**config.mk**
```make
export PLATFORM = sky130hd
export DESIGN_NAME = thread_id_translation_table_flat
export DESIGN_NICKNAME = d
export VERILOG_FILES = /design/src/tidt_pkg.sv /design/src/tidt_stream_if.sv /design/src/tidt_ram.sv /design/src/thread_id_translation_table.sv /design/src/flat_wrapper.sv
export SDC_FILE = /design/constraint.sdc
export NUM_CORES = 2
export LEC_CHECK = 0
export BUFFER_PORTS_ARGS = -buffer_cell sky130_fd_sc_hd__buf_4
export CAP_MARGIN = 20
export CORE_MARGIN = 10
export CORE_UTILIZATION = 40
export CTS_BUF_LIST = sky130_fd_sc_hd__clkbuf_4 sky130_fd_sc_hd__clkbuf_8 sky130_fd_sc_hd__clkbuf_16
export DETAILED_ROUTE_END_ITERATION = 12
export GPL_TIMING_DRIVEN = 0
export PLACE_DENSITY = 0.66
export SLEW_MARGIN = 5
export SYNTH_ARGS = -nofsm -noshare
export SYNTH_HDL_FRONTEND = slang
export SYNTH_SLANG_ARGS = --single-unit
```
**constraint.sdc**
```tcl
create_clock -name i_clk -period 9.8 [get_ports i_clk]
set_input_delay 1.96 -clock i_clk [delete_from_list [all_inputs] [get_ports i_clk]]
set_output_delay 1.96 -clock i_clk [all_outputs]
set_load 0.02 [all_outputs]
```
**src/tidt_pkg.sv**
```systemverilog
// tidt_pkg: shared types and codes for the thread id translation table
// holds transaction payload structs, table entry layout, mode and status codes
// no dependencies
package tidt_pkg;

    typedef logic [1:0] t_mode;
    typedef logic [1:0] t_status;

    localparam t_mode MODE_REGISTER   = 2'd0;
    localparam t_mode MODE_UNREGISTER = 2'd1;
    localparam t_mode MODE_LOOKUP     = 2'd2;

    localparam t_status ST_OK       = 2'd0;
    localparam t_status ST_DUP      = 2'd1;
    localparam t_status ST_FULL     = 2'd2;
    localparam t_status ST_NOTFOUND = 2'd3;

    typedef struct packed {
        t_mode       mode;
        logic [63:0] managed_id;
        logic [31:0] thread_nid;
    } t_req;

    typedef struct packed {
        t_status     status;
        logic [31:0] found_nid;
    } t_rsp;

    typedef struct packed {
        logic        free;
        logic [31:0] native;
        logic [63:0] key;
    } t_entry;

endpackage

```
**src/tidt_stream_if.sv**
```systemverilog
// tidt_stream_if: valid/ready channel carrying one payload per transaction
// payload type is a parameter; no other dependencies
interface tidt_stream_if #(
    parameter type t_payload = logic
) ();

    logic     valid;
    logic     ready;
    t_payload payload;

    modport source (output valid, output payload, input ready);
    modport sink   (input valid, input payload, output ready);

endinterface

```
**src/tidt_ram.sv**
```systemverilog
// tidt_ram: generic single write port, single read port ram with registered read
// no dependencies
module tidt_ram #(
    parameter int   WIDTH = 8,
    parameter int   DEPTH = 16,
    localparam int AddrW = $clog2(DEPTH)
) (
    input  logic             i_clk,
    input  logic             i_wr_en,
    input  logic [AddrW-1:0] i_wr_addr,
    input  logic [WIDTH-1:0] i_wr_data,
    input  logic             i_rd_en,
    input  logic [AddrW-1:0] i_rd_addr,
    output logic [WIDTH-1:0] o_rd_data
);

    logic [WIDTH-1:0] r_mem [DEPTH];
    logic [WIDTH-1:0] r_rd_data;

    always_ff @(posedge i_clk) begin
        if (i_wr_en) begin
            r_mem[i_wr_addr] <= i_wr_data;
        end
        if (i_rd_en) begin
            r_rd_data <= r_mem[i_rd_addr];
        end
    end

    assign o_rd_data = r_rd_data;

endmodule

```
**src/thread_id_translation_table.sv**
```systemverilog
// thread_id_translation_table: maps 64-bit managed thread ids to 32-bit native ids
// depends on tidt_pkg, tidt_stream_if, tidt_ram
//
// usage
// - i_req (sink, payload tidt_pkg::t_req) takes one transaction: register a
//   mapping, unregister by native id, or look up by managed id
// - o_rsp (source, payload tidt_pkg::t_rsp) returns exactly one transaction per
//   request: status and, for a successful lookup, the native id
// - entries live in one ram read once per cycle; a request scans the used entries
//   in order and stops at the first deciding entry
// - a defined mode scans until a deciding entry or the end of the used entries;
//   an undefined mode skips the scan and answers without reading the table
// - one request is in work at a time; i_req.ready is high only while idle, and the
//   next request is taken the cycle after the result register loads
// - the result register holds while o_rsp.ready is low; a finished request waits
//   until the register is free, so nothing is lost when the receiver stalls
// - synchronous reset empties the table (used count zero); no clearing pass is
//   needed since entries at or above the used count are never read
module thread_id_translation_table #(
    parameter int ENTRIES = 16
) (
    input logic          i_clk,
    input logic          i_rst_n,
    tidt_stream_if.sink   i_req,
    tidt_stream_if.source o_rsp
);

    import tidt_pkg::*;

    localparam int IdxW = $clog2(ENTRIES);
    localparam int CntW = $clog2(ENTRIES + 1);

    typedef enum logic [1:0] {
        S_IDLE,
        S_SCAN,
        S_RESP
    } t_state;

    t_state      r_state, n_state;
    t_mode       r_mode, n_mode;
    logic [63:0] r_key, n_key;
    logic [31:0] r_nid, n_nid;
    logic [CntW-1:0] r_used, n_used;
    logic [CntW-1:0] r_ridx, n_ridx;
    logic [IdxW-1:0] r_cidx, n_cidx;
    logic        r_pend, n_pend;
    t_status     r_res_status, n_res_status;
    logic [31:0] r_res_found, n_res_found;
    logic        r_out_vld, n_out_vld;
    t_rsp        r_out, n_out;

    logic            ram_we;
    logic [IdxW-1:0] ram_waddr;
    t_entry          ram_wdata;
    logic            ram_re;
    logic [IdxW-1:0] ram_raddr;
    t_entry          rd_entry;
    t_req            req;

    assign req = i_req.payload;

    tidt_ram #(
        .WIDTH ($bits(t_entry)),
        .DEPTH (ENTRIES)
    ) u_ram (
        .i_clk     (i_clk),
        .i_wr_en   (ram_we),
        .i_wr_addr (ram_waddr),
        .i_wr_data (ram_wdata),
        .i_rd_en   (ram_re),
        .i_rd_addr (ram_raddr),
        .o_rd_data (rd_entry)
    );

    always_comb begin
        n_state      = r_state;
        n_mode       = r_mode;
        n_key        = r_key;
        n_nid        = r_nid;
        n_used       = r_used;
        n_ridx       = r_ridx;
        n_cidx       = r_cidx;
        n_pend       = r_pend;
        n_res_status = r_res_status;
        n_res_found  = r_res_found;
        n_out_vld    = r_out_vld;
        n_out        = r_out;
        ram_we       = 1'b0;
        ram_waddr    = r_cidx;
        ram_wdata    = '0;
        ram_re       = 1'b0;
        ram_raddr    = r_ridx[IdxW-1:0];

        if (r_out_vld && o_rsp.ready) begin
            n_out_vld = 1'b0;
        end

        unique case (r_state)
            S_IDLE: begin
                if (i_req.valid) begin
                    n_mode       = req.mode;
                    n_key        = req.managed_id;
                    n_nid        = req.thread_nid;
                    n_ridx       = '0;
                    n_pend       = 1'b0;
                    n_res_found  = '0;
                    n_res_status = ST_NOTFOUND;
                    if (req.mode == MODE_REGISTER || req.mode == MODE_UNREGISTER
                        || req.mode == MODE_LOOKUP) begin
                        n_state = S_SCAN;
                    end else begin
                        n_state = S_RESP;
                    end
                end
            end
            S_SCAN: begin
                // issue next read while the previous entry is checked
                if (r_ridx < r_used) begin
                    ram_re = 1'b1;
                    n_pend = 1'b1;
                    n_cidx = r_ridx[IdxW-1:0];
                    n_ridx = r_ridx + CntW'(1);
                end else begin
                    n_pend = 1'b0;
                end

                if (r_pend) begin
                    unique case (r_mode)
                        MODE_REGISTER: begin
                            if (rd_entry.key == r_key) begin
                                n_res_status = ST_DUP;
                                n_state      = S_RESP;
                            end else if (rd_entry.free) begin
                                ram_we           = 1'b1;
                                ram_waddr        = r_cidx;
                                ram_wdata.free   = 1'b0;
                                ram_wdata.native = r_nid;
                                ram_wdata.key    = r_key;
                                n_res_status     = ST_OK;
                                n_state          = S_RESP;
                            end
                        end
                        MODE_UNREGISTER: begin
                            if (!rd_entry.free && rd_entry.native == r_nid) begin
                                ram_we           = 1'b1;
                                ram_waddr        = r_cidx;
                                ram_wdata.free   = 1'b1;
                                ram_wdata.native = rd_entry.native;
                                ram_wdata.key    = rd_entry.key;
                                n_res_status     = ST_OK;
                                n_state          = S_RESP;
                            end
                        end
                        MODE_LOOKUP: begin
                            if (rd_entry.key == r_key) begin
                                if (rd_entry.free) begin
                                    n_res_status = ST_NOTFOUND;
                                end else begin
                                    n_res_status = ST_OK;
                                    n_res_found  = rd_entry.native;
                                end
                                n_state = S_RESP;
                            end
                        end
                        default: begin
                            n_state = S_RESP;
                        end
                    endcase
                end else if (r_ridx >= r_used) begin
                    // end of scan with no deciding entry
                    if (r_mode == MODE_REGISTER) begin
                        if (r_used < CntW'(ENTRIES)) begin
                            ram_we           = 1'b1;
                            ram_waddr        = r_used[IdxW-1:0];
                            ram_wdata.free   = 1'b0;
                            ram_wdata.native = r_nid;
                            ram_wdata.key    = r_key;
                            n_used           = r_used + CntW'(1);
                            n_res_status     = ST_OK;
                        end else begin
                            n_res_status = ST_FULL;
                        end
                    end else begin
                        n_res_status = ST_NOTFOUND;
                    end
                    n_state = S_RESP;
                end
            end
            S_RESP: begin
                if (!r_out_vld || o_rsp.ready) begin
                    n_out_vld       = 1'b1;
                    n_out.status    = r_res_status;
                    n_out.found_nid = (r_res_status == ST_OK) ? r_res_found : '0;
                    n_state         = S_IDLE;
                end
            end
            default: begin
                n_state = S_IDLE;
            end
        endcase
    end

    always_ff @(posedge i_clk) begin
        r_mode       <= n_mode;
        r_key        <= n_key;
        r_nid        <= n_nid;
        r_ridx       <= n_ridx;
        r_cidx       <= n_cidx;
        r_res_status <= n_res_status;
        r_res_found  <= n_res_found;
        r_out        <= n_out;
        if (!i_rst_n) begin
            r_state   <= S_IDLE;
            r_used    <= '0;
            r_pend    <= 1'b0;
            r_out_vld <= 1'b0;
        end else begin
            r_state   <= n_state;
            r_used    <= n_used;
            r_pend    <= n_pend;
            r_out_vld <= n_out_vld;
        end
    end

    assign i_req.ready   = (r_state == S_IDLE);
    assign o_rsp.valid   = r_out_vld;
    assign o_rsp.payload = r_out;

endmodule

```
**src/flat_wrapper.sv**
```systemverilog
// flat-port wrapper written by rule: the top's interface ports become plain ports
module thread_id_translation_table_flat import tidt_pkg::*;
#(
    parameter int ENTRIES = 16
)
  (i_clk, i_rst_n, i_req_valid, i_req_payload, i_req_ready, o_rsp_valid, o_rsp_payload, o_rsp_ready);
  tidt_stream_if #(.t_payload(t_req)) i_req_i ();
  tidt_stream_if #(.t_payload(t_rsp)) o_rsp_i ();
  input logic i_clk;
  input logic i_rst_n;
  input wire logic [$bits(i_req_i.valid)-1:0] i_req_valid;
  input wire logic [$bits(i_req_i.payload)-1:0] i_req_payload;
  output wire logic [$bits(i_req_i.ready)-1:0] i_req_ready;
  output wire logic [$bits(o_rsp_i.valid)-1:0] o_rsp_valid;
  output wire logic [$bits(o_rsp_i.payload)-1:0] o_rsp_payload;
  input wire logic [$bits(o_rsp_i.ready)-1:0] o_rsp_ready;
  assign i_req_i.valid = i_req_valid;
  assign i_req_i.payload = i_req_payload;
  assign i_req_ready = i_req_i.ready;
  assign o_rsp_valid = o_rsp_i.valid;
  assign o_rsp_payload = o_rsp_i.payload;
  assign o_rsp_i.ready = o_rsp_ready;
  thread_id_translation_table #(.ENTRIES(ENTRIES)) u_core (.i_clk(i_clk), .i_rst_n(i_rst_n), .i_req(i_req_i), .o_rsp(o_rsp_i));
endmodule
```
# [Word level (Yosys, flattened, before mapping)]
# Memories as Yosys holds them, arrays and structs flattened. A register that Yosys moved wholly into a read port is not among the register bits.
# Index checks and enable logic that the tools add are counted.
[totals] register_bits=184 ramBits=1552 input_bits=102 out_inout_bits=36 word_cells=125 memories=1
[classes] addsub=2 order_cmp=3 eq_ne=20 mux=64 bitwise_logic=1 reduce_logical=21
[memory_table] memory="u_core.u_ram.r_mem" words=16 word_bits=97 rd=1 rd_clocked_by_memory_dff=1 write_ports=1 line_no="tidt_ram.sv:17" text="logic [WIDTH-1:0] r_mem [DEPTH];"
[ops] op="$mux 97" n=6
[ops] op="$pmux 97 s2" n=1
[ops] op="$mux 96" n=2
[ops] op="$mux 32" n=5
[ops] op="$eq 64x64->1" n=1
[ops] op="$pmux 32 s2" n=1
[ops] op="$mux 2" n=19
[ops] op="$eq 32x32->1" n=1
[ops] op="$mux 4" n=5
[ops] op="$pmux 2 s3" n=3
[ops] op="$mux 1" n=16
[ops] op="$reduce_and 6->1" n=2
[ops] op="$add 5x1->5 const B" n=2
[ops] op="$mux 5" n=2
[ops] op="$ne 5x5->1 const B" n=2
[ops] op="$pmux 5 s2" n=1
[ops] op="$logic_not 2->1" n=4
[ops] op="$ne 2x1->1 const B" n=4
[ops] op="$ne 4x4->1 const B" n=2
[ops] op="$reduce_and 2->1" n=4
[ops] op="$reduce_and 7->1" n=1
[ops] op="$eq 2x1->1 const B" n=3
[ops] op="$eq 2x2->1 const B" n=3
[ops] op="$ne 2x2->1 const B" n=3
[ops] op="other kinds (13)" n=18

# [Depth between registers and ports, before layout]
[depth] word_depth=8 ltp_mapped=15 ltp_nobuf=9

# [Modules after synthesis]
# Synthesis repeated with hierarchy kept, for this count alone.
[unflattened] hier_cells=3088 hier_area_um2=69420.3
[modules_own_cells] mod="tidt_ram" instances=1 cells_per_inst=2484 area_per_inst_um2=60838.3 seq_area_each_um2=49517.5
[modules_own_cells] mod="thread_id_translation_table" instances=1 cells_per_inst=604 area_per_inst_um2=8582.0 seq_area_each_um2=5435.2

# [Least setup slack after synthesis]
# OpenSTA, ideal clock, no wires.
[synth_path] path_kind="reg2reg" from="register u_core.r_ridx[0]" to="memory u_core.u_ram.r_mem[12][0] (netlist bit) (enable)" setup_time_ns=0.554 t_arrival_ns=6.812 t_required_ns=9.246 slack_ns=2.434 stages_incl_launch_ff=13 path_buffers=4 period_less_slack_ns=7.366 path_cell_list="edfxtp_1 clkbuf_1 clkbuf_1 buf_1 inv_1 ha_1 nand2b_1 a31oi_1 o21ai_0 and3_1 clkbuf_1 a31oi_1 nor2_1"
[synth_between] elab_chain_cells=6 elab_cells_between_ends=9 cone_classes="order compare (1); mux (8)"
[synth_lines] item="start: declaration" line_no="thread_id_translation_table.sv:44" text="logic [CntW-1:0] r_ridx, n_ridx;"
[synth_lines] item="start signal: assignment" line_no="thread_id_translation_table.sv:207" text="r_ridx <= n_ridx;"
[synth_lines] item="$ge 5x5->1 (*)" line_no="thread_id_translation_table.sv:169" text="end else if (r_ridx >= r_used) begin"
[synth_lines] item="$mux 1" line_no="thread_id_translation_table.sv:169"
[synth_lines] item="$mux 1" line_no="thread_id_translation_table.sv:127" text="if (r_pend) begin"
[synth_lines] item="$mux 1" line_no="thread_id_translation_table.sv:98" text="unique case (r_state)"
[synth_lines] item="$mux 1" line_no="tidt_ram.sv:21" text="if (i_wr_en) begin"
[synth_lines] item="$mux 1 (not written as such)" line_no="tidt_ram.sv:22" text="r_mem[i_wr_addr] <= i_wr_data;"
[synth_lines] item="end: declaration" line_no="tidt_ram.sv:17"
# Every way passes the cells marked *; elsewhere a longest branch is shown, timed or not.

# [Final worst setup path]
[layout_path] from="register u_core.r_ridx[0]" to="memory u_core.u_ram.r_mem[13][41] (netlist bit) (enable)"
# The elaborated chain is that of the path after synthesis.

==> results.cfg <==
[run_status]
status = complete, no violations

[critical_path]
cpPeakStageDelay_ns = 0.74
cp.required_ns = 10.30
cp_cell_sequence = clkbuf_1, clkbuf_1, buf_1, inv_1, ha_1, nand2b_1, a31oi_1, o21ai_0, and3_1, clkbuf_1, a31oi_1, nor2_4, buf_12, buf_12, buf_16, buf_16
worstSetupStartpointType = register
r2r-end = u_core.u_ram.r_mem[13][41]
r2r-start = u_core.r_ridx[0]
cp-startpoint = u_core.r_ridx[0]
crit_fanout = 19
ff2ff_setup_slack_ns = 3.67
path_common_cell = clkbuf_1
slowest_stage = buf_1
worstSetupPathType = reg -> reg
endpoint = u_core.u_ram.r_mem[13][41]
cp_data_arrival_time_ns = 6.62
rr_worst_depth = 16
endpoint_kind = register

[min_path]
hold_class = reg -> reg

[clock_tree]
clockRootBuffer = clkbuf_16
holdBufCountCts = 0
post-cts-setup-buffers = 0
cts.htree.levels = 4
cts_tree = built
clock_path_buffers = 3
cts.sinks = 1833
cts-buffers-inserted = 169
post_cts_resized = 0
clk_pin_slew_ns = 0.06
clk_latency_ns = 0.81

[synthesis]
syn-num-nets = 3225
synth_ff_type = edfxtp_1
synth_top_cell_by_area = edfxtp_1
avgSynthCellArea_um2 = 22.6
yosysTopAreaCellShare_pct = 77.7
ys_types = 37
ys_warn_count = 0
async_flop_share_pct = 0
yosys-top-cells-area = edfxtp_1 (78%), mux4_2 (15%), xor2_1 (1.2%)
ys_seq_area_share_pct = 78.0
synthCells = 3113
synth-edff-count = 1824
syn_area_um2 = 70500
ys_ff_latch = 1833

[placed_design]
pre_cts_ws_ns = 3.77
hpwl_mm = 113
portBuffers = 137
place.gp.congestion = 0.792

[floorplan]
core-area_um2 = 176000
ios = 138
die_w_um = 440
rows = 154
die_y_um = 440
initial_core_util_pct = 40.1
dieArea_um2 = 193000

[detailed_routing]
drtIter0Drc = 4416
viasPerCell = 5.72
vias = 34600
ant_nets = 0
drt_pass1_iterations = 5
wire_per_inst_um = 29.4
drc = 0
finalWirelength_mm = 178

[cells_and_area]
areaGrowthSynthToFinish_pct = 17.4
fill_cells = 14100
finalNetCount = 3676
drive_gt1_share_pct = 30.1

[power_and_ir_drop]
total_power_w = 0.0167
ir_drop_mv = 0.197
leakage_nw = 24.4
power-per-cell-area_nw_per_um2 = 201

[sta]
worst_pin_slew_ns = 1.32
max_freq_mhz = 163
setup_viol = 0
fin_skew_ns = 0.0289
slew_violations = 0
min_period_ns = 6.13
max-slew-margin-rel_pct = 12.3
rsz0062_at_grt = no
setup_slack_ns = 3.67
hold_violations = 0
period_share_pct = 62.5

[global_route]
grt_max_degree = 68
grt_overflow_total = 0
grt_pass1_wl_mm = 254
antenna_found_initial = 2
first_global_vias = 35000
grt.total_usage_pct = 18.2

[run]
drv_cap = 0
-- power breakdown --
group | switching, W | leakage (nW) | internal (W)
combinational | 0.000685 | 6.23 | 0.000543
clock | 0.00283 | 2.79 | 0.00384
sequential | 0.0000746 | 15.3 | 0.00868
-- cell families after synthesis --
family | Yosys count | synth area share [%]
flip-flops | 1833 | 78.0
multiplexers | 485 | 15.5
AND/OR/NAND/NOR | 306 | 2.20
AO/OA/AOI/OAI | 196 | 1.79
buffers and inverters | 181 | 1.10
XOR/XNOR | 102 | 1.27
adder cells (fa/ha/maj) | 10 | 0.178
-- cell usage after synthesis, types with 2 or more instances --
master and count:
a21o_1 2, a21oi_1 43, a22o_1 64, a31oi_1 8
a32oi_1 2, and2_1 67, and3_1 4, buf_1 20
buf_2 44, buf_4 4, buf_6 2, clkbuf_1 88
clkbuf_2 7, dfxtp_1 9, edfxtp_1 1824, ha_1 10
inv_1 15, mux4_2 485, nand2_1 80, nand2b_1 5
nand3_1 71, nand4_1 7, nor2_1 32, nor2b_1 4
nor3_1 7, nor4_1 24, nor4_2 2, o21a_1 4
o21ai_0 70, or3_1 2, xnor2_1 5, xor2_1 97
-- final cells by class --
type,instances,area (µm²),share of cell area [%]
diodes,1,2.50,0.00303
well taps,2340,2930,3.54
flip-flops and latches,1833,55000,66.4
inverters,16,72.6,0.0877
clock buffers,204,4600,5.56
repair buffers,280,3520,4.25
plain buffers,165,713,0.862
multi-input cells,1099,14900,18.0
clock inverters,108,1020,1.24
-- through the flow --
step / area (µm²) / util (%) / instances / hold WS, ns / TNS [ns]
2_1_floorplan: 70500 / - / 3113 / 0.427 / 0
3_3_place_gp: 74400 / 42.4 / 5590 / 0.476 / -6835.47
3_5_place_dp: 76700 / 43.7 / 5696 / 0.479 / 0
4_1_cts: 82300 / 46.9 / 6008 / 0.488 / 0
5_1_grt: 82700 / 47.1 / 6046 / 0.493 / 0
6_report: 82700 / 47.1 / 6046 / 0.489 / 0
-- per-layer routing --
metal / global-route usage, % / vias up / wire length [µm]
met5: 0 / - / 0
met3: 2.97 / 340 / 13100
met2: 30.8 / 1720 / 90700
met4: 6.82 / 0 / 6570
li1: - / 14100 / -
met1: 23.6 / 18500 / 67600
-- layout by cell type, fill, tap and decap left out, types with 5 or more instances in the layout --
cell type and instances:
a21oi_1 40, a22o_1 64, a31oi_1 8, and2_1 67
buf_1 20, buf_12 65, buf_16 22, buf_2 46
buf_4 168, buf_6 11, buf_8 18, bufinv_16 19
clkbuf_1 88, clkbuf_16 175, clkbuf_2 7, clkbuf_4 29
clkinv_1 46, clkinv_2 29, clkinvlp_4 5, dfxtp_1 9
edfxtp_1 1824, ha_1 10, inv_1 13, inv_6 7
mux4_2 485, nand2_1 80, nand2b_1 5, nand3_1 71
nand4_1 7, nor2_1 16, nor2_4 16, nor3_1 7
nor4_1 24, o21ai_0 70, xnor2_1 5, xor2_1 97
-- state kept, by name (all words and copies together) (netlist names) --
signal	count
u_core.u_ram.r_mem	1552
u_core.u_ram.o_rd_data	97
u_core.r_key	64
u_core.o_rsp.payload	34
u_core.r_nid	32
u_core.r_res_found	32
u_core.r_ridx	5
u_core.r_used	5
u_core.r_cidx	4
u_core.r_mode	2
u_core.r_res_status	2
u_core.r_state	2
u_core.o_rsp.valid	1
u_core.r_pend	1
-- worst min path at each step --
stage | to | slack [ns] | from | cells past startpoint
3_5_place_dp | u_core.o_rsp.payload[33] | 0.48 | u_core.r_res_status[1] | 0
6_report | u_core.o_rsp.payload[33] | 0.49 | u_core.r_res_status[1] | 0
2_1_floorplan | u_core.o_rsp.payload[33] | 0.43 | u_core.r_res_status[1] | 0
4_1_cts | u_core.o_rsp.payload[33] | 0.49 | u_core.r_res_status[1] | 0
5_1_grt | u_core.o_rsp.payload[33] | 0.49 | u_core.r_res_status[1] | 0
3_3_place_gp | u_core.o_rsp.payload[33] | 0.48 | u_core.r_res_status[1] | 0
-- critical path: cells and delay by family (launching register included) --
| kind | cells | cell delay (ns) |
|---|---|---|
| AO/OA/AOI/OAI | 3 | 1.06 |
| AND/OR/NAND/NOR | 3 | 1.11 |
| flip-flops | 1 | 0.41 |
| adder cells (fa/ha/maj) | 1 | 0.31 |
| buffers and inverters | 9 | 2.86 |
Power figures use the tool's default switching activity.
